<file path="src/design/dcyf_pkg.sv">
`default_nettype none

package dcyf_pkg;

  // field widths
  localparam int MODE_W  = 3;
  localparam int YEAR_W  = 12;
  localparam int MONTH_W = 4;
  localparam int DAY_W   = 5;
  localparam int OUT_W   = 42;

  // internal widths
  localparam int RECIP_W     = 13;
  localparam int RECIP_SHIFT = 19;
  localparam int Q100_W      = YEAR_W + RECIP_W - RECIP_SHIFT;
  localparam int DOY_W       = 9;
  localparam int DNUM_W      = 21;
  localparam int DIFF_W      = 22;
  localparam int YDIFF_W     = YEAR_W + 1;
  localparam int DEN_W       = 18;
  localparam int NUM_W       = 31;
  localparam int MAG_W       = NUM_W - 1;
  localparam int DIV_STEPS   = 6;
  localparam int FRONT_STAGES = 5;

  // floor(y / 100) == (y * RECIP_100) >> RECIP_SHIFT for every 12-bit y
  localparam logic [RECIP_W-1:0] RECIP_100 = 13'd5243;

  // convention selector codes
  localparam logic [MODE_W-1:0] MODE_ACT360   = 3'd0;
  localparam logic [MODE_W-1:0] MODE_ACT365F  = 3'd1;
  localparam logic [MODE_W-1:0] MODE_30_360   = 3'd2;
  localparam logic [MODE_W-1:0] MODE_30E_360  = 3'd3;
  localparam logic [MODE_W-1:0] MODE_30E_ISDA = 3'd4;
  localparam logic [MODE_W-1:0] MODE_ACT_ACT  = 3'd5;

  // year lengths and denominators
  localparam logic [DOY_W-1:0] DAYS_COMMON = 9'd365;
  localparam logic [DOY_W-1:0] DAYS_LEAP   = 9'd366;
  localparam logic [DEN_W-1:0] DEN_360     = 18'd360;
  localparam logic [DEN_W-1:0] DEN_365     = 18'd365;
  localparam logic [DEN_W-1:0] DEN_CC      = 18'd133225;
  localparam logic [DEN_W-1:0] DEN_CL      = 18'd133590;
  localparam logic [DEN_W-1:0] DEN_LL      = 18'd133956;

  typedef struct packed {
    logic [YEAR_W-1:0]  year;
    logic [MONTH_W-1:0] month;
    logic [DAY_W-1:0]   day;
    logic [DOY_W-1:0]   doy;
    logic [DNUM_W-1:0]  dnum;
    logic               leap;
    logic               feb_end;
    logic               valid;
  } date_info_t;

  typedef struct packed {
    logic [MAG_W-1:0] mag;
    logic [DEN_W-1:0] den;
    logic             neg;
    logic             err;
  } frac_t;

  typedef struct packed {
    logic [DEN_W-1:0] den;
    logic [DEN_W-1:0] rem;
    logic             neg;
    logic             err;
  } div_ctl_t;

  // days before the first of a month in a common year
  function automatic logic [DOY_W-1:0] cum_days(input logic [MONTH_W-1:0] month);
    logic [DOY_W-1:0] days;
    unique case (month)
      4'd1:    days = 9'd0;
      4'd2:    days = 9'd31;
      4'd3:    days = 9'd59;
      4'd4:    days = 9'd90;
      4'd5:    days = 9'd120;
      4'd6:    days = 9'd151;
      4'd7:    days = 9'd181;
      4'd8:    days = 9'd212;
      4'd9:    days = 9'd243;
      4'd10:   days = 9'd273;
      4'd11:   days = 9'd304;
      4'd12:   days = 9'd334;
      default: days = '0;
    endcase
    return days;
  endfunction

  // days in a month, zero for a month that does not exist
  function automatic logic [DAY_W-1:0] month_len(input logic [MONTH_W-1:0] month,
                                                 input logic leap);
    logic [DAY_W-1:0] len;
    unique case (month)
      4'd2:                      len = leap ? 5'd29 : 5'd28;
      4'd4, 4'd6, 4'd9, 4'd11:   len = 5'd30;
      4'd1, 4'd3, 4'd5, 4'd7,
      4'd8, 4'd10, 4'd12:        len = 5'd31;
      default:                   len = '0;
    endcase
    return len;
  endfunction

endpackage

`default_nettype wire

</file>
<file path="src/design/dcyf_div_stage.sv">
`default_nettype none

module dcyf_div_stage import dcyf_pkg::*; #(
  parameter int WORK_W = 66,
  parameter int STEPS  = 6
) (
  input  logic              clk_i,
  input  logic              load_i,
  input  logic [WORK_W-1:0] work_i,
  input  div_ctl_t          ctl_i,
  output logic [WORK_W-1:0] work_o,
  output div_ctl_t          ctl_o
);

  logic [WORK_W-1:0] work;
  logic [DEN_W-1:0]  rem;
  logic [DEN_W:0]    trial;
  logic [WORK_W-1:0] work_q;
  div_ctl_t          ctl_d;
  div_ctl_t          ctl_q;

  // restoring division: dividend bits shift out at the top, quotient bits in at the bottom
  always_comb begin
    work  = work_i;
    rem   = ctl_i.rem;
    trial = '0;
    for (int i = 0; i < STEPS; i++) begin
      trial = {rem, work[WORK_W-1]};
      work  = {work[WORK_W-2:0], 1'b0};
      if (trial >= {1'b0, ctl_i.den}) begin
        trial   = trial - {1'b0, ctl_i.den};
        work[0] = 1'b1;
      end
      rem = trial[DEN_W-1:0];
    end
    ctl_d     = ctl_i;
    ctl_d.rem = rem;
  end

  always_ff @(posedge clk_i) begin
    if (load_i) begin
      work_q <= work;
      ctl_q  <= ctl_d;
    end
  end

  assign work_o = work_q;
  assign ctl_o  = ctl_q;

endmodule

`default_nettype wire

</file>
<file path="config.mk">
export PLATFORM = sky130hd
export DESIGN_NAME = dcyf_div_stage
export DESIGN_NICKNAME = d
export VERILOG_FILES = /design/src/design/dcyf_pkg.sv /design/src/design/dcyf_div_stage.sv
export SDC_FILE = /design/constraint.sdc
export NUM_CORES = 1
export LEC_CHECK = 0
export CORE_ASPECT_RATIO = 1.75
export CORE_MARGIN = 1
export CORE_UTILIZATION = 30
export DETAILED_ROUTE_END_ITERATION = 8
export DONT_BUFFER_PORTS = 1
export PLACE_DENSITY = 0.53
export SYNTH_ARGS = -nofsm -noshare
export SYNTH_HDL_FRONTEND = slang
export SYNTH_SLANG_ARGS = --single-unit
export TNS_END_PERCENT = 50
</file>
<file path="constraint.sdc">
create_clock -name clk_i -period 21.1 [get_ports clk_i]
set_clock_uncertainty 0.1 [all_clocks]
set_input_delay 2.11 -clock clk_i [delete_from_list [all_inputs] [get_ports clk_i]]
set_output_delay 2.11 -clock clk_i [all_outputs]
set_load 0.02 [all_outputs]
</file>
==> impl_metrics.csv <==
group,metric,value,unit
timing,post-route-period-util,91.8,%
synth,ys_ff_latch,104,
detailed_routing,drtIter0Drc,317,
cells_and_area,drive_gt1_share,11.0,%
hold_path,min_path_type,"primary input to flip-flop",
critical_path,critPathRequiredTime,21.12,ns
synth,yosysWarningCount,0,
synth,synth_common_cells,"108 x ha_1, 104 x edfxtp_1, 69 x nand2_1",
global_routing,grt_max_degree,105,
critical_path,slowest_delay,0.76,ns
outcome,status,"finished, final reports clean",
cells_and_area,antenna_cells,0,
floorplan,num_rows,86,
synth,syn_area,9570,sq um
detailed_routing,drt.antenna.violating_nets,0,
global_routing,grt_util_met3,2.63,%
critical_path,cp-start-kind,"primary input",
critical_path,cp_max_fo,22,
clock_network,h-tree-depth,3,
synth,synth_adder_area_share,15.4,%
cells_and_area,nFillCells,3226,
cells_and_area,multi_input_area,6110,sq um
cells_and_area,layout.nets,1195,
flow_run,maxCapViolCount,0,
synth,synth_cells,975,
timing,slew_viol_final,0,
timing,finalHoldViolations,0,
timing,fin_setup_tns,0,ns
global_routing,grt_busiest_layer,"met2",
critical_path,critPathSlowestCell,"mux2i_4",
global_routing,grt_util_met2,33.3,%
synth,synthArstFlopShare,0,%
global_routing,overflow,0,
timing,max_freq,0.0516,GHz
place,gp_congestion,0.931,
synth,synth_xor_area_share,7.23,%
critical_path,worstSetupPathType,"primary input to flip-flop",
clock_network,cts_root_buf,"clkbuf_16",
clock_network,cts_tree,"done",
synth,ys_top_cells_by_area,"edfxtp_1 33%, ha_1 14%, mux2_2 7.8%",
critical_path,cpMostUsedCell,"o21ai_0",
global_routing,grt_usage,16.8,%
synth,yosysMostFrequentCell,"ha_1",
place,dpl.hpwl,22300,um
timing,relSlewSlack,39.0,%
detailed_routing,wl,27400,um
detailed_routing,routedWlPerCell,19.9,um
clock_network,post_cts_buffers,0,
detailed_routing,viasPerCell,5.43,
synth,synthesis.nets,1195,
clock_network,ctsResizeCount,0,
floorplan,die_area,32600,sq um
synth,synth_compound_area_share,19.0,%
clock_network,clk_pin_slew,0.10,ns
detailed_routing,firstDrtPassIters,4,
synth,synthMuxAreaShare,10.7,%
detailed_routing,drc,0,
place,port-buffer-count,0,
global_routing,use_met1,15.5,%
synth,ys_seq_area_share,32.6,%
detailed_routing,num_vias,7469,
synth,synth_edf_count,104,
synth,syn_avg_cell_area,9.81,sq um
floorplan,coreArea,31400,sq um
timing,period_minus_slack,19.37,ns
timing,tightest_slew,0.896,ns
clock_network,clock-sinks,104,
synth,synth-main-ff-cell,"edfxtp_1",
synth,synth_top_family_by_area,"compound AO/OA/AOI/OAI gates",
critical_path,end_kind,"flip-flop",
floorplan,dieWidth,137,um
global_routing,grt_pass1_wl,41000,um
floorplan,io_pins,210,
synth,synth_simple_gate_area_share,11.5,%
floorplan,start_util,30.5,%
global_routing,antenna_found_initial,0,
synth,synth_top_area_share,32.6,%
clock_network,cts-buffers-inserted,9,
timing,setup_violations,0,
timing,rsz0062_at_grt,"no",
synth,yosys.area.top_type,"edfxtp_1",
cells_and_area,ff_latch_area,3120,sq um
floorplan,die_h,238,um
clock_network,cts_buffer_depth,2,
critical_path,arrival,19.39,ns
clock_network,ctsHoldBuffers,0,
cells_and_area,area_delta_synth_final,7.72,%
synth,yosysUniqueCellTypes,68,
global_routing,first_global_vias,7689,
layer usage:
| metal | part of all wire, % | wire length, um |
|---|---|---|
| met1 | 33 | 9170 |
| met2 | 58 | 15800 |
| met3 | 3.7 | 1030 |
| met4 | 5.3 | 1450 |
| met5 | 0 | 0 |
registers in the layout, summed over array words and instances (netlist names):
register and flops:
ctl_o 38, work_o 66
cells in the final DEF (no fill, tap or decap), types with 7 or more instances in the layout:
cell / n
ha_1: 108
edfxtp_1: 104
nand2_1: 69
a21oi_1: 67
mux2_2: 66
inv_1: 64
o21ai_0: 62
nor2_1: 59
xnor2_1: 54
a21o_1: 37
xor2_1: 25
o21a_1: 21
nand3_1: 19
nor2b_1: 17
mux2i_1: 15
nand4_1: 14
nor3_1: 14
nand2b_1: 12
a31oi_1: 9
and3_1: 9
clkbuf_16: 9
a211oi_1: 8
o211ai_1: 8
o31a_1: 8
a21boi_0: 8
o21bai_1: 7
cell type report:
type	instances	area share, %
multi-input combinational	789	59.3
sequential	104	30.3
tap	396	4.81
inverter	66	2.43
clock buffer	10	2.22
clock inverter	6	0.595
timing repair buffer	5	0.364
worst max-delay path: cells and delay by family:
| family | cells | cell delay [ns] |
|---|---|---|
| simple gates | 10 | 1.96 |
| fa+ha+maj | 6 | 1.90 |
| mux | 6 | 2.35 |
| buf+inv | 10 | 1.45 |
| compound gates | 38 | 9.54 |
kinds of logic after synthesis:
| logic type | after synthesis |
|---|---|
| compound gates | 274 |
| xor+xnor | 79 |
| simple gates | 232 |
| buf+inv | 82 |
| mux | 90 |
| flops | 104 |
| fa+ha+maj | 114 |
through the flow:
stage / hold WS [ns] / cells / util (%) / area (sq um) / worst slack (ns)
2_1_floorplan: 2.11 / 975 / - / 9570 / 3.59
6_report: 1.71 / 1376 / 32.8 / 10300 / 1.73
5_1_grt: 1.70 / 1376 / 32.8 / 10300 / 0.317
4_1_cts: 1.69 / 1376 / 32.8 / 10300 / 1.72
3_3_place_gp: 2.11 / 1360 / 31.9 / 10000 / 1.74
3_5_place_dp: 2.11 / 1360 / 31.9 / 10000 / 1.41
worst paths after layout:
path | slack, ns | depth (start not counted) | start | to
hold / removal | 1.71 | 0 | ctl_i[1] | ctl_o[1]
setup / recovery | 1.73 | 70 | ctl_i[22] | ctl_o[19]
Power is not shown: default switching activity piles up to over one toggle a cycle in this logic, so the estimate is an artifact.
