**src/design/dcyf_pkg.sv**
```systemverilog
`default_nettype none

package dcyf_pkg;

  // field widths
  localparam int MODE_W  = 3;
  localparam int YEAR_W  = 12;
  localparam int MONTH_W = 4;
  localparam int DAY_W   = 5;
  localparam int OUT_W   = 42;

  // internal widths
  localparam int RECIP_W     = 13;
  localparam int RECIP_SHIFT = 19;
  localparam int Q100_W      = YEAR_W + RECIP_W - RECIP_SHIFT;
  localparam int DOY_W       = 9;
  localparam int DNUM_W      = 21;
  localparam int DIFF_W      = 22;
  localparam int YDIFF_W     = YEAR_W + 1;
  localparam int DEN_W       = 18;
  localparam int NUM_W       = 31;
  localparam int MAG_W       = NUM_W - 1;
  localparam int DIV_STEPS   = 6;
  localparam int FRONT_STAGES = 5;

  // floor(y / 100) == (y * RECIP_100) >> RECIP_SHIFT for every 12-bit y
  localparam logic [RECIP_W-1:0] RECIP_100 = 13'd5243;

  // convention selector codes
  localparam logic [MODE_W-1:0] MODE_ACT360   = 3'd0;
  localparam logic [MODE_W-1:0] MODE_ACT365F  = 3'd1;
  localparam logic [MODE_W-1:0] MODE_30_360   = 3'd2;
  localparam logic [MODE_W-1:0] MODE_30E_360  = 3'd3;
  localparam logic [MODE_W-1:0] MODE_30E_ISDA = 3'd4;
  localparam logic [MODE_W-1:0] MODE_ACT_ACT  = 3'd5;

  // year lengths and denominators
  localparam logic [DOY_W-1:0] DAYS_COMMON = 9'd365;
  localparam logic [DOY_W-1:0] DAYS_LEAP   = 9'd366;
  localparam logic [DEN_W-1:0] DEN_360     = 18'd360;
  localparam logic [DEN_W-1:0] DEN_365     = 18'd365;
  localparam logic [DEN_W-1:0] DEN_CC      = 18'd133225;
  localparam logic [DEN_W-1:0] DEN_CL      = 18'd133590;
  localparam logic [DEN_W-1:0] DEN_LL      = 18'd133956;

  typedef struct packed {
    logic [YEAR_W-1:0]  year;
    logic [MONTH_W-1:0] month;
    logic [DAY_W-1:0]   day;
    logic [DOY_W-1:0]   doy;
    logic [DNUM_W-1:0]  dnum;
    logic               leap;
    logic               feb_end;
    logic               valid;
  } date_info_t;

  typedef struct packed {
    logic [MAG_W-1:0] mag;
    logic [DEN_W-1:0] den;
    logic             neg;
    logic             err;
  } frac_t;

  typedef struct packed {
    logic [DEN_W-1:0] den;
    logic [DEN_W-1:0] rem;
    logic             neg;
    logic             err;
  } div_ctl_t;

  // days before the first of a month in a common year
  function automatic logic [DOY_W-1:0] cum_days(input logic [MONTH_W-1:0] month);
    logic [DOY_W-1:0] days;
    unique case (month)
      4'd1:    days = 9'd0;
      4'd2:    days = 9'd31;
      4'd3:    days = 9'd59;
      4'd4:    days = 9'd90;
      4'd5:    days = 9'd120;
      4'd6:    days = 9'd151;
      4'd7:    days = 9'd181;
      4'd8:    days = 9'd212;
      4'd9:    days = 9'd243;
      4'd10:   days = 9'd273;
      4'd11:   days = 9'd304;
      4'd12:   days = 9'd334;
      default: days = '0;
    endcase
    return days;
  endfunction

  // days in a month, zero for a month that does not exist
  function automatic logic [DAY_W-1:0] month_len(input logic [MONTH_W-1:0] month,
                                                 input logic leap);
    logic [DAY_W-1:0] len;
    unique case (month)
      4'd2:                      len = leap ? 5'd29 : 5'd28;
      4'd4, 4'd6, 4'd9, 4'd11:   len = 5'd30;
      4'd1, 4'd3, 4'd5, 4'd7,
      4'd8, 4'd10, 4'd12:        len = 5'd31;
      default:                   len = '0;
    endcase
    return len;
  endfunction

endpackage

`default_nettype wire

```
**src/design/dcyf_date_unit.sv**
```systemverilog
`default_nettype none

module dcyf_date_unit import dcyf_pkg::*; #(
  parameter int MIN_YEAR = 1900,
  parameter int MAX_YEAR = 2199
) (
  input  logic               clk_i,
  input  logic               load_s0_i,
  input  logic               load_s1_i,
  input  logic [YEAR_W-1:0]  year_i,
  input  logic [MONTH_W-1:0] month_i,
  input  logic [DAY_W-1:0]   day_i,
  output date_info_t         info_o
);

  logic [YEAR_W+RECIP_W-1:0] prod;
  logic [YEAR_W-1:0]         year_q;
  logic [MONTH_W-1:0]        month_q;
  logic [DAY_W-1:0]          day_q;
  logic [Q100_W-1:0]         q100_q;
  logic [YEAR_W-1:0]         hund;
  logic [YEAR_W-1:0]         r100;
  logic                      r_zero;
  logic                      leap;
  logic [YEAR_W-1:0]         ym1;
  logic [Q100_W-1:0]         qm1;
  logic [DNUM_W-1:0]         leaps_before;
  logic [DAY_W-1:0]          mlen;
  logic [DOY_W-1:0]          doy;
  logic                      year_ok;
  logic                      month_ok;
  logic                      day_ok;
  date_info_t                info_d;
  date_info_t                info_q;

  // century quotient by reciprocal multiply
  assign prod = (YEAR_W + RECIP_W)'(year_i) * (YEAR_W + RECIP_W)'(RECIP_100);

  always_ff @(posedge clk_i) begin
    if (load_s0_i) begin
      year_q  <= year_i;
      month_q <= month_i;
      day_q   <= day_i;
      q100_q  <= prod[RECIP_SHIFT +: Q100_W];
    end
  end

  // leap flag, day of year and linear day number
  always_comb begin
    hund         = YEAR_W'(q100_q) * YEAR_W'(100);
    r100         = year_q - hund;
    r_zero       = (r100 == '0);
    leap         = r_zero ? (q100_q[1:0] == 2'b00) : (year_q[1:0] == 2'b00);
    ym1          = year_q - YEAR_W'(1);
    qm1          = q100_q - Q100_W'(r_zero);
    leaps_before = DNUM_W'(ym1 >> 2) - DNUM_W'(qm1) + DNUM_W'(qm1 >> 2);
    mlen         = month_len(month_q, leap);
    doy          = cum_days(month_q) + DOY_W'(leap && (month_q > 4'd2)) + DOY_W'(day_q);
    year_ok      = (32'(year_q) >= MIN_YEAR) && (32'(year_q) <= MAX_YEAR);
    month_ok     = (month_q >= 4'd1) && (month_q <= 4'd12);
    day_ok       = (day_q != '0) && (day_q <= mlen);

    info_d.year    = year_q;
    info_d.month   = month_q;
    info_d.day     = day_q;
    info_d.doy     = doy;
    info_d.dnum    = DNUM_W'(year_q) * DNUM_W'(365) + leaps_before + DNUM_W'(doy);
    info_d.leap    = leap;
    info_d.feb_end = (month_q == 4'd2) && (day_q == mlen);
    info_d.valid   = year_ok && month_ok && day_ok;
  end

  always_ff @(posedge clk_i) begin
    if (load_s1_i) begin
      info_q <= info_d;
    end
  end

  assign info_o = info_q;

endmodule

`default_nettype wire

```
**config.mk**
```make
export PLATFORM = sky130hd
export DESIGN_NAME = dcyf_date_unit
export DESIGN_NICKNAME = d
export VERILOG_FILES = /design/src/design/dcyf_pkg.sv /design/src/design/dcyf_date_unit.sv
export SDC_FILE = /design/constraint.sdc
export NUM_CORES = 1
export LEC_CHECK = 0
export ABC_CLOCK_PERIOD_IN_PS = 12450
export BUFFER_PORTS_ARGS = -buffer_cell sky130_fd_sc_hd__buf_4
export CORE_MARGIN = 2
export CORE_UTILIZATION = 50
export CTS_BUF_LIST = sky130_fd_sc_hd__clkbuf_4 sky130_fd_sc_hd__clkbuf_8
export DETAILED_ROUTE_END_ITERATION = 12
export PLACE_DENSITY = 0.7
export SYNTH_ARGS = -nofsm -noshare
export SYNTH_HDL_FRONTEND = slang
export SYNTH_SLANG_ARGS = --single-unit
export TNS_END_PERCENT = 30
```
**constraint.sdc**
```tcl
create_clock -name clk_i -period 12.45 [get_ports clk_i]
set_clock_uncertainty 0.15 [all_clocks]
set_input_delay 2.49 -clock clk_i [delete_from_list [all_inputs] [get_ports clk_i]]
set_output_delay 2.49 -clock clk_i [all_outputs]
set_load 0.01 [all_outputs]
```
==> qor.yml <==
synth_top_area_share_pct: 24.0
rsz0062_at_grt: "no"
coreArea_um2: 21000
critPathKind: "register to register"
num_vias: 7084
fin_crit_sh_pct: 89.2
numPortBuffers: 77
maxSlewViolCount: 0
die_h_um: 150
slowest_stage: "fa_1"
dp_hpwl_mm: 17.3
finalCriticalPeriod_ns: 11.11
first_pass_iters: 4
area_growth_pct: 10.5
post-route-drc-count: 0
mappedNetlistArea_um2: 10700
setup_violations: 0
cts_resized: 0
cp-start-kind: "register"
synth_flop_cell: "edfxtp_1"
endpoint_kind: "register"
die_width_um: 150
synth_most_common_cell: "inv_1"
hold_path_end: "info_o[33]"
fmax_mhz: 90.0
cts.sinks: 90
cts_root_buf: "clkbuf_8"
initial_core_util_pct: 50.9
syn_inst: 1011
finalSetupTns_ns: 0
synth_area_leader_cell: "ha_1"
htree_levels: 3
cts_buffer_depth: 2
hold_violations: 0
post_cts_buffers: 0
gp_congestion: 0.874
synth_edf_count: 81
r2r-end: "info_o[23]"
seq_area_frac_synth_pct: 24.4
rows: 53
r2r_slack_ns: 1.34
synthArstFlopShare_pct: 0
worstSetupStartpoint: "q100_q[1]"
postCtsHoldBufs: 0
clock_latency_ns: 0.38
cts_tree: "built"
ant_nets: 0
worst_slew_pin_slew_ns: 0.798
grt_pass1_vias: 7376
grt_overflow: 0
worstPathArrival_ns: 11.09
clk_pin_slew_ns: 0.09
antenna_found_initial: 0
ys_types: 70
cp_data_required_time_ns: 12.43
yosys_warnings: 0
yosys-top-cells-area: "ha_1 24%, edfxtp_1 23%, fa_1 21%"
cts_buffers: 9
crit_fanout: 6
synth_seq_cells: 90
fin_nets: 1432
reg2reg_depth: 42
dieArea_um2: 22600
n_fill_cell: 1830
reg2reg_from: "q100_q[1]"
slowest_delay_ns: 0.52
diodes: 0
min_path_type: "register to register"
ios: 78
worstHoldStart: "day_q[0]"
slew_headroom_pct: 45.3
drive_gt1_share_pct: 10.4
grt_start_max_net_pins: 55
syn_avg_cell_area_um2: 10.6
min_delay_path_depth: 0
wirelength_mm: 20.6
synthTopCellsByCount: "248 x inv_1, 205 x ha_1, 111 x fa_1"
via_per_inst: 5.16
first_iter_violations: 250
groute.usage.overall_pct: 19.5
grt_pass1_wl_mm: 34.8
syn-num-nets: 1351
critPathMostFrequentCell: "ha_1"
max_cap_violations: 0
wl_per_cell_um: 15.0
outcome: "finished, final reports clean"
-- stage by stage --
| stage | hold WS (ns) | utilization, % | worst slack [ns] | cell area, um^2 | cells |
|---|---|---|---|---|---|
| after floorplan | 0.274 | - | 2.51 | 10700 | 1011 |
| after global placement | 0.370 | 55.2 | 1.70 | 11600 | 1356 |
| after detailed placement | 0.382 | 55.2 | 1.45 | 11600 | 1356 |
| after CTS | 0.406 | 56.3 | 1.37 | 11800 | 1372 |
| after global routing | 0.419 | 56.3 | 0.505 | 11800 | 1372 |
| final | 0.395 | 56.3 | 1.34 | 11800 | 1372 |
-- cells in the final DEF (no fill, tap or decap), drive strengths merged, types with 4 or more instances in the layout --
| cell type | count |
|---|---|
| inv | 253 |
| ha | 205 |
| fa | 111 |
| edfxtp | 81 |
| buf | 77 |
| nand2 | 44 |
| xnor2 | 43 |
| a21oi | 37 |
| nor2 | 31 |
| o21ai | 27 |
| xor2 | 18 |
| a21o | 15 |
| nor3 | 11 |
| clkbuf | 10 |
| nand3 | 9 |
| dfxtp | 9 |
| a211oi | 7 |
| a31oi | 7 |
| nor2b | 7 |
| o21a | 6 |
| mux2i | 6 |
| a2111oi | 6 |
| o31ai | 5 |
| a21boi | 5 |
| or2 | 4 |
| nand2b | 4 |
| nor4 | 4 |
| and3 | 4 |
| o21bai | 4 |
| or4 | 4 |
-- routing by layer --
layer  vias to the layer above  GRT usage (%)  routed length (um)
met3                        16           2.21                 574
met1                      3456           24.7                9160
met2                        99           35.7               10600
met5                         -              0                   0
met4                         0           4.43                 246
li1                       3513              -                   -
-- critical path: cells and delay by family, from the launching register on --
| kind | cells | cell delay, ns |
|---|---|---|
| buf+inv | 5 | 0.41 |
| simple gates | 5 | 0.90 |
| fa+ha+maj | 12 | 4.30 |
| compound gates | 16 | 3.69 |
| flops | 1 | 0.44 |
| xor+xnor | 4 | 0.98 |
-- registers in the layout (all words and copies together), names as in the netlist, named ones only --
| name | count |
|---|---|
| year_q | 12 |
| info_o | 54 |
| q100_q | 6 |
| month_q | 4 |
| day_q | 5 |
-- layout make-up --
| type | count | area [um^2] | share of cell area, % |
|---|---|---|---|
| clock buffer | 10 | 131 | 1.11 |
| clock inverter | 6 | 95.1 | 0.804 |
| inverter | 249 | 935 | 7.90 |
| multi-input combinational | 665 | 7130 | 60.3 |
| sequential | 90 | 2610 | 22.1 |
| tap | 275 | 344 | 2.91 |
| timing repair buffer | 77 | 578 | 4.89 |
-- how the worst max path moves through the flow --
| stage | endpoint | slack [ns] | depth (start not counted) |
|---|---|---|---|
| final | info_o[23] | 1.34 | 42 |
| after global routing | info_o[23] | 0.50 | 42 |
| after CTS | info_o[23] | 1.37 | 39 |
| after detailed placement | info_o[23] | 1.45 | 42 |
| after global placement | info_o[23] | 1.70 | 39 |
| after floorplan | info_o[23] | 2.51 | 40 |
-- cells by family after synthesis --
group,share of synthesized area [%]
multiplexers,0.561
flip-flops,24.4
AND/OR/NAND/NOR,6.58
adder cells (fa/ha/maj),44.7
XOR/XNOR,5.48
AO/OA/AOI/OAI,9.26
buffers and inverters,8.99
Power is left out: the tool's default activity adds up to more than one toggle a clock period on the data nets, which glitch-free logic cannot reach.
