$ cat config.mk
export PLATFORM = sky130hd
export DESIGN_NAME = dcyf_frac_prep
export DESIGN_NICKNAME = d
export VERILOG_FILES = /design/src/design/dcyf_pkg.sv /design/src/design/dcyf_frac_prep.sv
export SDC_FILE = /design/constraint.sdc
export NUM_CORES = 1
export LEC_CHECK = 0
export BUFFER_PORTS_ARGS = -buffer_cell sky130_fd_sc_hd__buf_2
export CAP_MARGIN = 20
export CORE_MARGIN = 8
export CORE_UTILIZATION = 30
export CTS_CLUSTER_SIZE = 25
export DETAILED_ROUTE_END_ITERATION = 12
export SLEW_MARGIN = 0
export SYNTH_ARGS = -nofsm -noshare
export SYNTH_HDL_FRONTEND = slang
export SYNTH_SLANG_ARGS = --single-unit
$ cat constraint.sdc
create_clock -name clk_i -period 31.5 [get_ports clk_i]
set_input_delay 1.575 -clock clk_i [delete_from_list [all_inputs] [get_ports clk_i]]
set_output_delay 1.575 -clock clk_i [all_outputs]
set_load 0.1 [all_outputs]
$ cat src/design/dcyf_pkg.sv
`default_nettype none

package dcyf_pkg;

  // field widths
  localparam int MODE_W  = 3;
  localparam int YEAR_W  = 12;
  localparam int MONTH_W = 4;
  localparam int DAY_W   = 5;
  localparam int OUT_W   = 42;

  // internal widths
  localparam int RECIP_W     = 13;
  localparam int RECIP_SHIFT = 19;
  localparam int Q100_W      = YEAR_W + RECIP_W - RECIP_SHIFT;
  localparam int DOY_W       = 9;
  localparam int DNUM_W      = 21;
  localparam int DIFF_W      = 22;
  localparam int YDIFF_W     = YEAR_W + 1;
  localparam int DEN_W       = 18;
  localparam int NUM_W       = 31;
  localparam int MAG_W       = NUM_W - 1;
  localparam int DIV_STEPS   = 6;
  localparam int FRONT_STAGES = 5;

  // floor(y / 100) == (y * RECIP_100) >> RECIP_SHIFT for every 12-bit y
  localparam logic [RECIP_W-1:0] RECIP_100 = 13'd5243;

  // convention selector codes
  localparam logic [MODE_W-1:0] MODE_ACT360   = 3'd0;
  localparam logic [MODE_W-1:0] MODE_ACT365F  = 3'd1;
  localparam logic [MODE_W-1:0] MODE_30_360   = 3'd2;
  localparam logic [MODE_W-1:0] MODE_30E_360  = 3'd3;
  localparam logic [MODE_W-1:0] MODE_30E_ISDA = 3'd4;
  localparam logic [MODE_W-1:0] MODE_ACT_ACT  = 3'd5;

  // year lengths and denominators
  localparam logic [DOY_W-1:0] DAYS_COMMON = 9'd365;
  localparam logic [DOY_W-1:0] DAYS_LEAP   = 9'd366;
  localparam logic [DEN_W-1:0] DEN_360     = 18'd360;
  localparam logic [DEN_W-1:0] DEN_365     = 18'd365;
  localparam logic [DEN_W-1:0] DEN_CC      = 18'd133225;
  localparam logic [DEN_W-1:0] DEN_CL      = 18'd133590;
  localparam logic [DEN_W-1:0] DEN_LL      = 18'd133956;

  typedef struct packed {
    logic [YEAR_W-1:0]  year;
    logic [MONTH_W-1:0] month;
    logic [DAY_W-1:0]   day;
    logic [DOY_W-1:0]   doy;
    logic [DNUM_W-1:0]  dnum;
    logic               leap;
    logic               feb_end;
    logic               valid;
  } date_info_t;

  typedef struct packed {
    logic [MAG_W-1:0] mag;
    logic [DEN_W-1:0] den;
    logic             neg;
    logic             err;
  } frac_t;

  typedef struct packed {
    logic [DEN_W-1:0] den;
    logic [DEN_W-1:0] rem;
    logic             neg;
    logic             err;
  } div_ctl_t;

  // days before the first of a month in a common year
  function automatic logic [DOY_W-1:0] cum_days(input logic [MONTH_W-1:0] month);
    logic [DOY_W-1:0] days;
    unique case (month)
      4'd1:    days = 9'd0;
      4'd2:    days = 9'd31;
      4'd3:    days = 9'd59;
      4'd4:    days = 9'd90;
      4'd5:    days = 9'd120;
      4'd6:    days = 9'd151;
      4'd7:    days = 9'd181;
      4'd8:    days = 9'd212;
      4'd9:    days = 9'd243;
      4'd10:   days = 9'd273;
      4'd11:   days = 9'd304;
      4'd12:   days = 9'd334;
      default: days = '0;
    endcase
    return days;
  endfunction

  // days in a month, zero for a month that does not exist
  function automatic logic [DAY_W-1:0] month_len(input logic [MONTH_W-1:0] month,
                                                 input logic leap);
    logic [DAY_W-1:0] len;
    unique case (month)
      4'd2:                      len = leap ? 5'd29 : 5'd28;
      4'd4, 4'd6, 4'd9, 4'd11:   len = 5'd30;
      4'd1, 4'd3, 4'd5, 4'd7,
      4'd8, 4'd10, 4'd12:        len = 5'd31;
      default:                   len = '0;
    endcase
    return len;
  endfunction

endpackage

`default_nettype wire

$ cat src/design/dcyf_frac_prep.sv
`default_nettype none

module dcyf_frac_prep import dcyf_pkg::*; (
  input  logic              clk_i,
  input  logic              load_s2_i,
  input  logic              load_s3_i,
  input  logic              load_s4_i,
  input  logic [MODE_W-1:0] mode_i,
  input  logic              final_period_i,
  input  date_info_t        start_i,
  input  date_info_t        end_i,
  output frac_t             frac_o
);

  // stage 2 combinational
  logic                      err;
  logic signed [DIFF_W-1:0]  diff;
  logic [DAY_W-1:0]          a_min;
  logic [DAY_W-1:0]          b_min;
  logic [DAY_W-1:0]          a_adj;
  logic [DAY_W:0]            tb;
  logic signed [YDIFF_W-1:0] dy;
  logic signed [DIFF_W-1:0]  num30;
  logic                      swap;
  logic                      same;
  logic [YEAR_W-1:0]         ya;
  logic [YEAR_W-1:0]         yb;
  logic [DOY_W-1:0]          doya;
  logic [DOY_W-1:0]          doyb;
  logic                      leapa;
  logic                      leapb;
  logic [DOY_W-1:0]          la;
  logic [DOY_W-1:0]          lb;
  logic [DEN_W-1:0]          den_aa;

  // stage 2 registers
  logic                      err_s2_q;
  logic [MODE_W-1:0]         mode_s2_q;
  logic signed [DIFF_W-1:0]  diff_s2_q;
  logic signed [DIFF_W-1:0]  num30_s2_q;
  logic signed [YDIFF_W-1:0] t1_q;
  logic [DEN_W-1:0]          den_aa_s2_q;
  logic [DEN_W-1:0]          t2_q;
  logic [DEN_W-1:0]          t3_q;
  logic                      swap_s2_q;
  logic                      same_s2_q;

  // stage 3 registers
  logic                      err_s3_q;
  logic [MODE_W-1:0]         mode_s3_q;
  logic signed [DIFF_W-1:0]  diff_s3_q;
  logic signed [DIFF_W-1:0]  num30_s3_q;
  logic [NUM_W-1:0]          whole_q;
  logic [DEN_W:0]            part_q;
  logic [DEN_W-1:0]          den_aa_s3_q;
  logic                      swap_s3_q;
  logic                      same_s3_q;

  // stage 4
  logic [NUM_W-1:0]          num_aa;
  logic [NUM_W-1:0]          num;
  logic [DEN_W-1:0]          den;
  logic                      neg;
  frac_t                     frac_d;
  frac_t                     frac_q;

  // stage 2: error, actual difference, 30-day count, act/act partial terms
  always_comb begin
    err   = (mode_i > MODE_ACT_ACT) || !start_i.valid || !end_i.valid;
    diff  = DIFF_W'(end_i.dnum) - DIFF_W'(start_i.dnum);
    a_min = (start_i.day > 5'd30) ? 5'd30 : start_i.day;
    b_min = (end_i.day > 5'd30) ? 5'd30 : end_i.day;
    a_adj = a_min;
    tb    = {1'b0, b_min};
    unique case (mode_i)
      MODE_30_360: begin
        if ((end_i.day == 5'd31) && (start_i.day < 5'd30)) begin
          tb = 6'd31;
        end
      end
      MODE_30E_ISDA: begin
        if (start_i.feb_end) begin
          a_adj = 5'd30;
        end
        if (end_i.feb_end && !final_period_i) begin
          tb = 6'd30;
        end
      end
      default: begin
      end
    endcase
    dy    = YDIFF_W'(end_i.year) - YDIFF_W'(start_i.year);
    num30 = DIFF_W'(dy) * DIFF_W'(360)
          + (DIFF_W'({1'b0, end_i.month}) - DIFF_W'({1'b0, start_i.month})) * DIFF_W'(30)
          + DIFF_W'(tb) - DIFF_W'(a_adj);

    swap  = start_i.dnum > end_i.dnum;
    same  = start_i.dnum == end_i.dnum;
    ya    = swap ? end_i.year : start_i.year;
    yb    = swap ? start_i.year : end_i.year;
    doya  = swap ? end_i.doy : start_i.doy;
    doyb  = swap ? start_i.doy : end_i.doy;
    leapa = swap ? end_i.leap : start_i.leap;
    leapb = swap ? start_i.leap : end_i.leap;
    la    = leapa ? DAYS_LEAP : DAYS_COMMON;
    lb    = leapb ? DAYS_LEAP : DAYS_COMMON;
    unique case ({leapa, leapb})
      2'b00:   den_aa = DEN_CC;
      2'b11:   den_aa = DEN_LL;
      default: den_aa = DEN_CL;
    endcase
  end

  always_ff @(posedge clk_i) begin
    if (load_s2_i) begin
      err_s2_q    <= err;
      mode_s2_q   <= mode_i;
      diff_s2_q   <= diff;
      num30_s2_q  <= num30;
      t1_q        <= YDIFF_W'(yb) - YDIFF_W'(ya) - YDIFF_W'(1);
      den_aa_s2_q <= den_aa;
      t2_q        <= DEN_W'(la - doya + DOY_W'(1)) * DEN_W'(lb);
      t3_q        <= DEN_W'(doyb - DOY_W'(1)) * DEN_W'(la);
      swap_s2_q   <= swap;
      same_s2_q   <= same;
    end
  end

  // stage 3: whole years times the combined denominator, plus the partial-year sum
  always_ff @(posedge clk_i) begin
    if (load_s3_i) begin
      err_s3_q    <= err_s2_q;
      mode_s3_q   <= mode_s2_q;
      diff_s3_q   <= diff_s2_q;
      num30_s3_q  <= num30_s2_q;
      whole_q     <= NUM_W'(t1_q) * NUM_W'(den_aa_s2_q);
      part_q      <= (DEN_W + 1)'(t2_q) + (DEN_W + 1)'(t3_q);
      den_aa_s3_q <= den_aa_s2_q;
      swap_s3_q   <= swap_s2_q;
      same_s3_q   <= same_s2_q;
    end
  end

  // stage 4: pick numerator and denominator, split sign and magnitude
  always_comb begin
    num_aa = whole_q + NUM_W'(part_q);
    num    = '0;
    den    = DEN_360;
    unique case (mode_s3_q)
      MODE_ACT360: begin
        num = NUM_W'(diff_s3_q);
      end
      MODE_ACT365F: begin
        num = NUM_W'(diff_s3_q);
        den = DEN_365;
      end
      MODE_30_360, MODE_30E_360, MODE_30E_ISDA: begin
        num = NUM_W'(num30_s3_q);
      end
      MODE_ACT_ACT: begin
        den = den_aa_s3_q;
        if (!same_s3_q) begin
          num = swap_s3_q ? -num_aa : num_aa;
        end
      end
      default: begin
      end
    endcase
    if (err_s3_q) begin
      num = '0;
    end
    neg        = num[NUM_W-1];
    frac_d.mag = MAG_W'(neg ? -num : num);
    frac_d.den = den;
    frac_d.neg = neg;
    frac_d.err = err_s3_q;
  end

  always_ff @(posedge clk_i) begin
    if (load_s4_i) begin
      frac_q <= frac_d;
    end
  end

  assign frac_o = frac_q;

endmodule

`default_nettype wire

==> impl_results.md <==
* Min-Delay Startpoint: diff_s2_q[2]
* Number of antenna violations at the first check in global routing at 11
* Startpoint of the lowest-slack register-to-register path: t1_q[12]
* Global-route wire length before repair at 114,000 um
* CP arrival at 12,370 ps
* Count of synthesis-stage warnings from yosys at 0
* Die height at 326 um
* Largest driver fanout on the critical path at 25
* Largest net degree at the start of global routing at 68
* Beginning of the critical path: start_i[6]
* Mux contribution to synthesized area at 0.0207
* Gr usage total at 0.131
* Share of synthesized cell area in and, or, nand and nor gates at 0.113
* Number of ports placed on the die boundary at 166
* Final Net Count at 3,812
* First-pass detailed-route iteration total at 5
* Hold-fix buffer count after cts at 0
* Total standard cell area after synthesis at 28,800 sq um
* Gate count after technology mapping at 2,910
* Share of synthesized area occupied by flip-flops and latches at 0.256
* Largest area contributor in the synthesized netlist: sky130_fd_sc_hd__edfxtp_1
* Post-route DRC at 0
* Vias after detailed routing at 20,800
* Clock tree from TritonCTS: yes
* Synthesis-to-layout area growth at 11.6%
* Final critical delay including setup and external delays at 12,070 ps
* Total of buffers placed on input and output ports at 158
* Hold Violations, Final at 0
* Routed via count divided by cell count at 4.78
* Startpoint Class: primary input
* DRT Wirelength at 71,500 um
* Worst-margin pin slew at 1060 ps
* Setup Viol. Count Final at 0
* Number of violations reported at the end of detailed-routing iteration 0 at 1,218
* Final cycle utilization of the critical path at 0.383
* Proportion of register bits with asynchronous set or reset after synthesis at 0
* Max_cap viols at 0
* Register bit count reported by yosys at 246
* Clock Latency Late Sink at 590 ps
* Post-CTS setup buffer count at 0
* Length of routed met2 wiring at 31,100 um
* Total Negative Setup Slacks at 0 ps
* Clock tree sinks at 246
* CTS buffer count at 30
* Count of instances resized after the clock tree is built at 0
* Setup repair after global routing missed its margin: no
* Area of the placeable core at 95,200 sq um
* Horizontal die dimension at 326 um
* Proportion of netlist area held by the largest area contributor at 0.256
* Distinct cell type count of the synthesized netlist at 94
* Vias in the first global route at 20,800
* Leading cell types by total area after synthesis: sky130_fd_sc_hd__edfxtp_1 (26%), sky130_fd_sc_hd__fa_1 (17%), sky130_fd_sc_hd__ha_1 (17%), sky130_fd_sc_hd__inv_1 (6.1%), sky130_fd_sc_hd__xnor2_1 (5.2%)
* DR WL/cell at 16.4 um
* Met3 layer wire length in the routed design at 4440 um
* Final ANT Viol Nets at 0
* Main combinational cell family by area after synthesis: adder cells
* Post-synthesis compound-gate area fraction at 0.129
* Clock Root Buffer: sky130_fd_sc_hd__clkbuf_16
* Final weighted congestion in routability-driven placement at 0.893
* Mean instance size in the synthesized netlist at 9.90 sq um
* Commonest register cell after synthesis: sky130_fd_sc_hd__edfxtp_1
* Status: completed
* Post-DP HPWL at 60,300 um
* Class of the tightest hold or removal check: reg -> reg
* Master of the slowest instance on the critical path: sky130_fd_sc_hd__xnor2_1
* Data required, critical path at 31,810 ps
* Adder-Cell Fraction of Synth Area at 0.341
* Xor and xnor area share after synthesis at 0.0683
* Worst path max stage delay at 650 ps
* Final global-route overflow total at 0
* Clock transition at the register clock pins on the worst setup and hold paths after CTS at 60 ps
* Clk buf depth at 3
* Clock skew at 31.6 ps
* Uppermost layer routed: met5
* Starting density of the core at 0.303
* Worst rel slew slack at 0.290
* Share of post-route cells with drive strength above 1 at 0.0879
* Maximum level of the CTS H-tree at 1
* Die Outline Area at 106,000 sq um
* Final slew viol count at 0
* Crit path capture type: flop
* Post-synth EDFFs at 246
* Detailed-route wire length on metal 1 at 34,500 um
* Row count at 113
* Type of the worst setup path: in -> reg
* Fmax at 0.0829 GHz
stage by stage:
stage / setup slack [ps] / util / hold WS (ps) / std cells / instance area [sq um]
6_report: 19430 / 0.338 / 416 / 4351 / 32200
2_1_floorplan: 20060 / - / 400 / 2917 / 28800
4_1_cts: 19370 / 0.338 / 417 / 4347 / 32100
3_5_place_dp: 18790 / 0.326 / 405 / 4291 / 31100
3_3_place_gp: 19190 / 0.326 / 402 / 4290 / 31100
5_1_grt: 18590 / 0.338 / 420 / 4349 / 32100
cell families (layout without fill, tap and decap cells):
kind of cell    count (synthesis)  after routing
xor+xnor                      223            223
other cells                     2             12
buf+inv                       532            698
simple gates                  656            656
compound gates                553            553
mux                            59             59
fa+ha+maj                     639            639
flops                         246            246
sequential cells by signal, summed over array words and instances, names as in the netlist:
register     count
frac_o          39
whole_q         31
diff_s2_q       22
diff_s3_q       22
num30_s2_q      22
num30_s3_q      22
part_q          19
t2_q            18
t3_q            18
t1_q            13
den_aa_s2_q      4
den_aa_s3_q      4
mode_s2_q        3
mode_s3_q        3
err_s2_q         1
err_s3_q         1
same_s2_q        1
same_s3_q        1
swap_s2_q        1
swap_s3_q        1
cells in the mapped netlist, drive strengths merged (9+ instances only):
cell    instances
nor3           48
nand3          42
nor2b          32
a221oi         17
edfxtp        246
a21oi         154
a31oi          14
o21ai         102
nand4          15
nand2b         17
or4             9
a211oi         14
inv           466
buf            22
clkbuf         43
and2           71
xnor2         170
fa            246
o31ai          19
and3           24
a21o           53
o21bai         44
o211ai         15
xor2           52
mux2i          55
ha            391
nor2          195
o21a           18
or3            20
or2            12
nand2         140
final cells by class:
class | instances | area (sq um)
Antenna cell | 3 | 7.51
Timing Repair Buffer | 175 | 925
Inverter | 467 | 1750
Tap cell | 1265 | 1580
Sequential cell | 246 | 7390
Clock inverter | 24 | 313
Clock buffer | 32 | 758
Multi-Input combinational cell | 2139 | 19400
Fill cell | 9614 | 63000
layout by cell type, fill, tap and decap left out, types with 20 or more instances in the layout:
master,n
sky130_fd_sc_hd__o21ai_0,95
sky130_fd_sc_hd__nor2_1,195
sky130_fd_sc_hd__a21oi_1,153
sky130_fd_sc_hd__nor3_1,44
sky130_fd_sc_hd__xor2_1,52
sky130_fd_sc_hd__mux2i_1,55
sky130_fd_sc_hd__nand2_1,140
sky130_fd_sc_hd__fa_1,246
sky130_fd_sc_hd__a21o_1,53
sky130_fd_sc_hd__buf_2,157
sky130_fd_sc_hd__and3_1,24
sky130_fd_sc_hd__nand3_1,42
sky130_fd_sc_hd__nor2b_1,32
sky130_fd_sc_hd__clkbuf_16,30
sky130_fd_sc_hd__ha_1,391
sky130_fd_sc_hd__edfxtp_1,246
sky130_fd_sc_hd__or3_1,20
sky130_fd_sc_hd__o21bai_1,44
sky130_fd_sc_hd__and2_1,71
sky130_fd_sc_hd__xnor2_1,170
sky130_fd_sc_hd__inv_1,465
worst paths after layout:
path	end	slack (ps)	depth (start not counted)
worst min register to register	diff_s3_q[2]	420	0
worst max-delay path	t2_q[17]	19430	41
worst max register to register	whole_q[30]	23910	21
worst min-delay path	diff_s3_q[2]	420	0
critical path, delay by kind of cell:
kind	cells	cell delay, ps
muxes	1	270
xor gates and xnor gates	3	920
AOI/OAI and AO/OA	14	3840
buffers and inverters	7	1060
and+or+nand+nor	7	950
adders and majority gates	9	3700
routing by layer:
layer / global-route usage / up-vias
met4: 0.0297 / 8
met1: 0.185 / 9885
met5: 0 / -
met2: 0.207 / 490
li1: - / 10300
met3: 0.0268 / 81
Power is not shown: default switching activity piles up to over one toggle a cycle in this logic, so the estimate is an artifact.
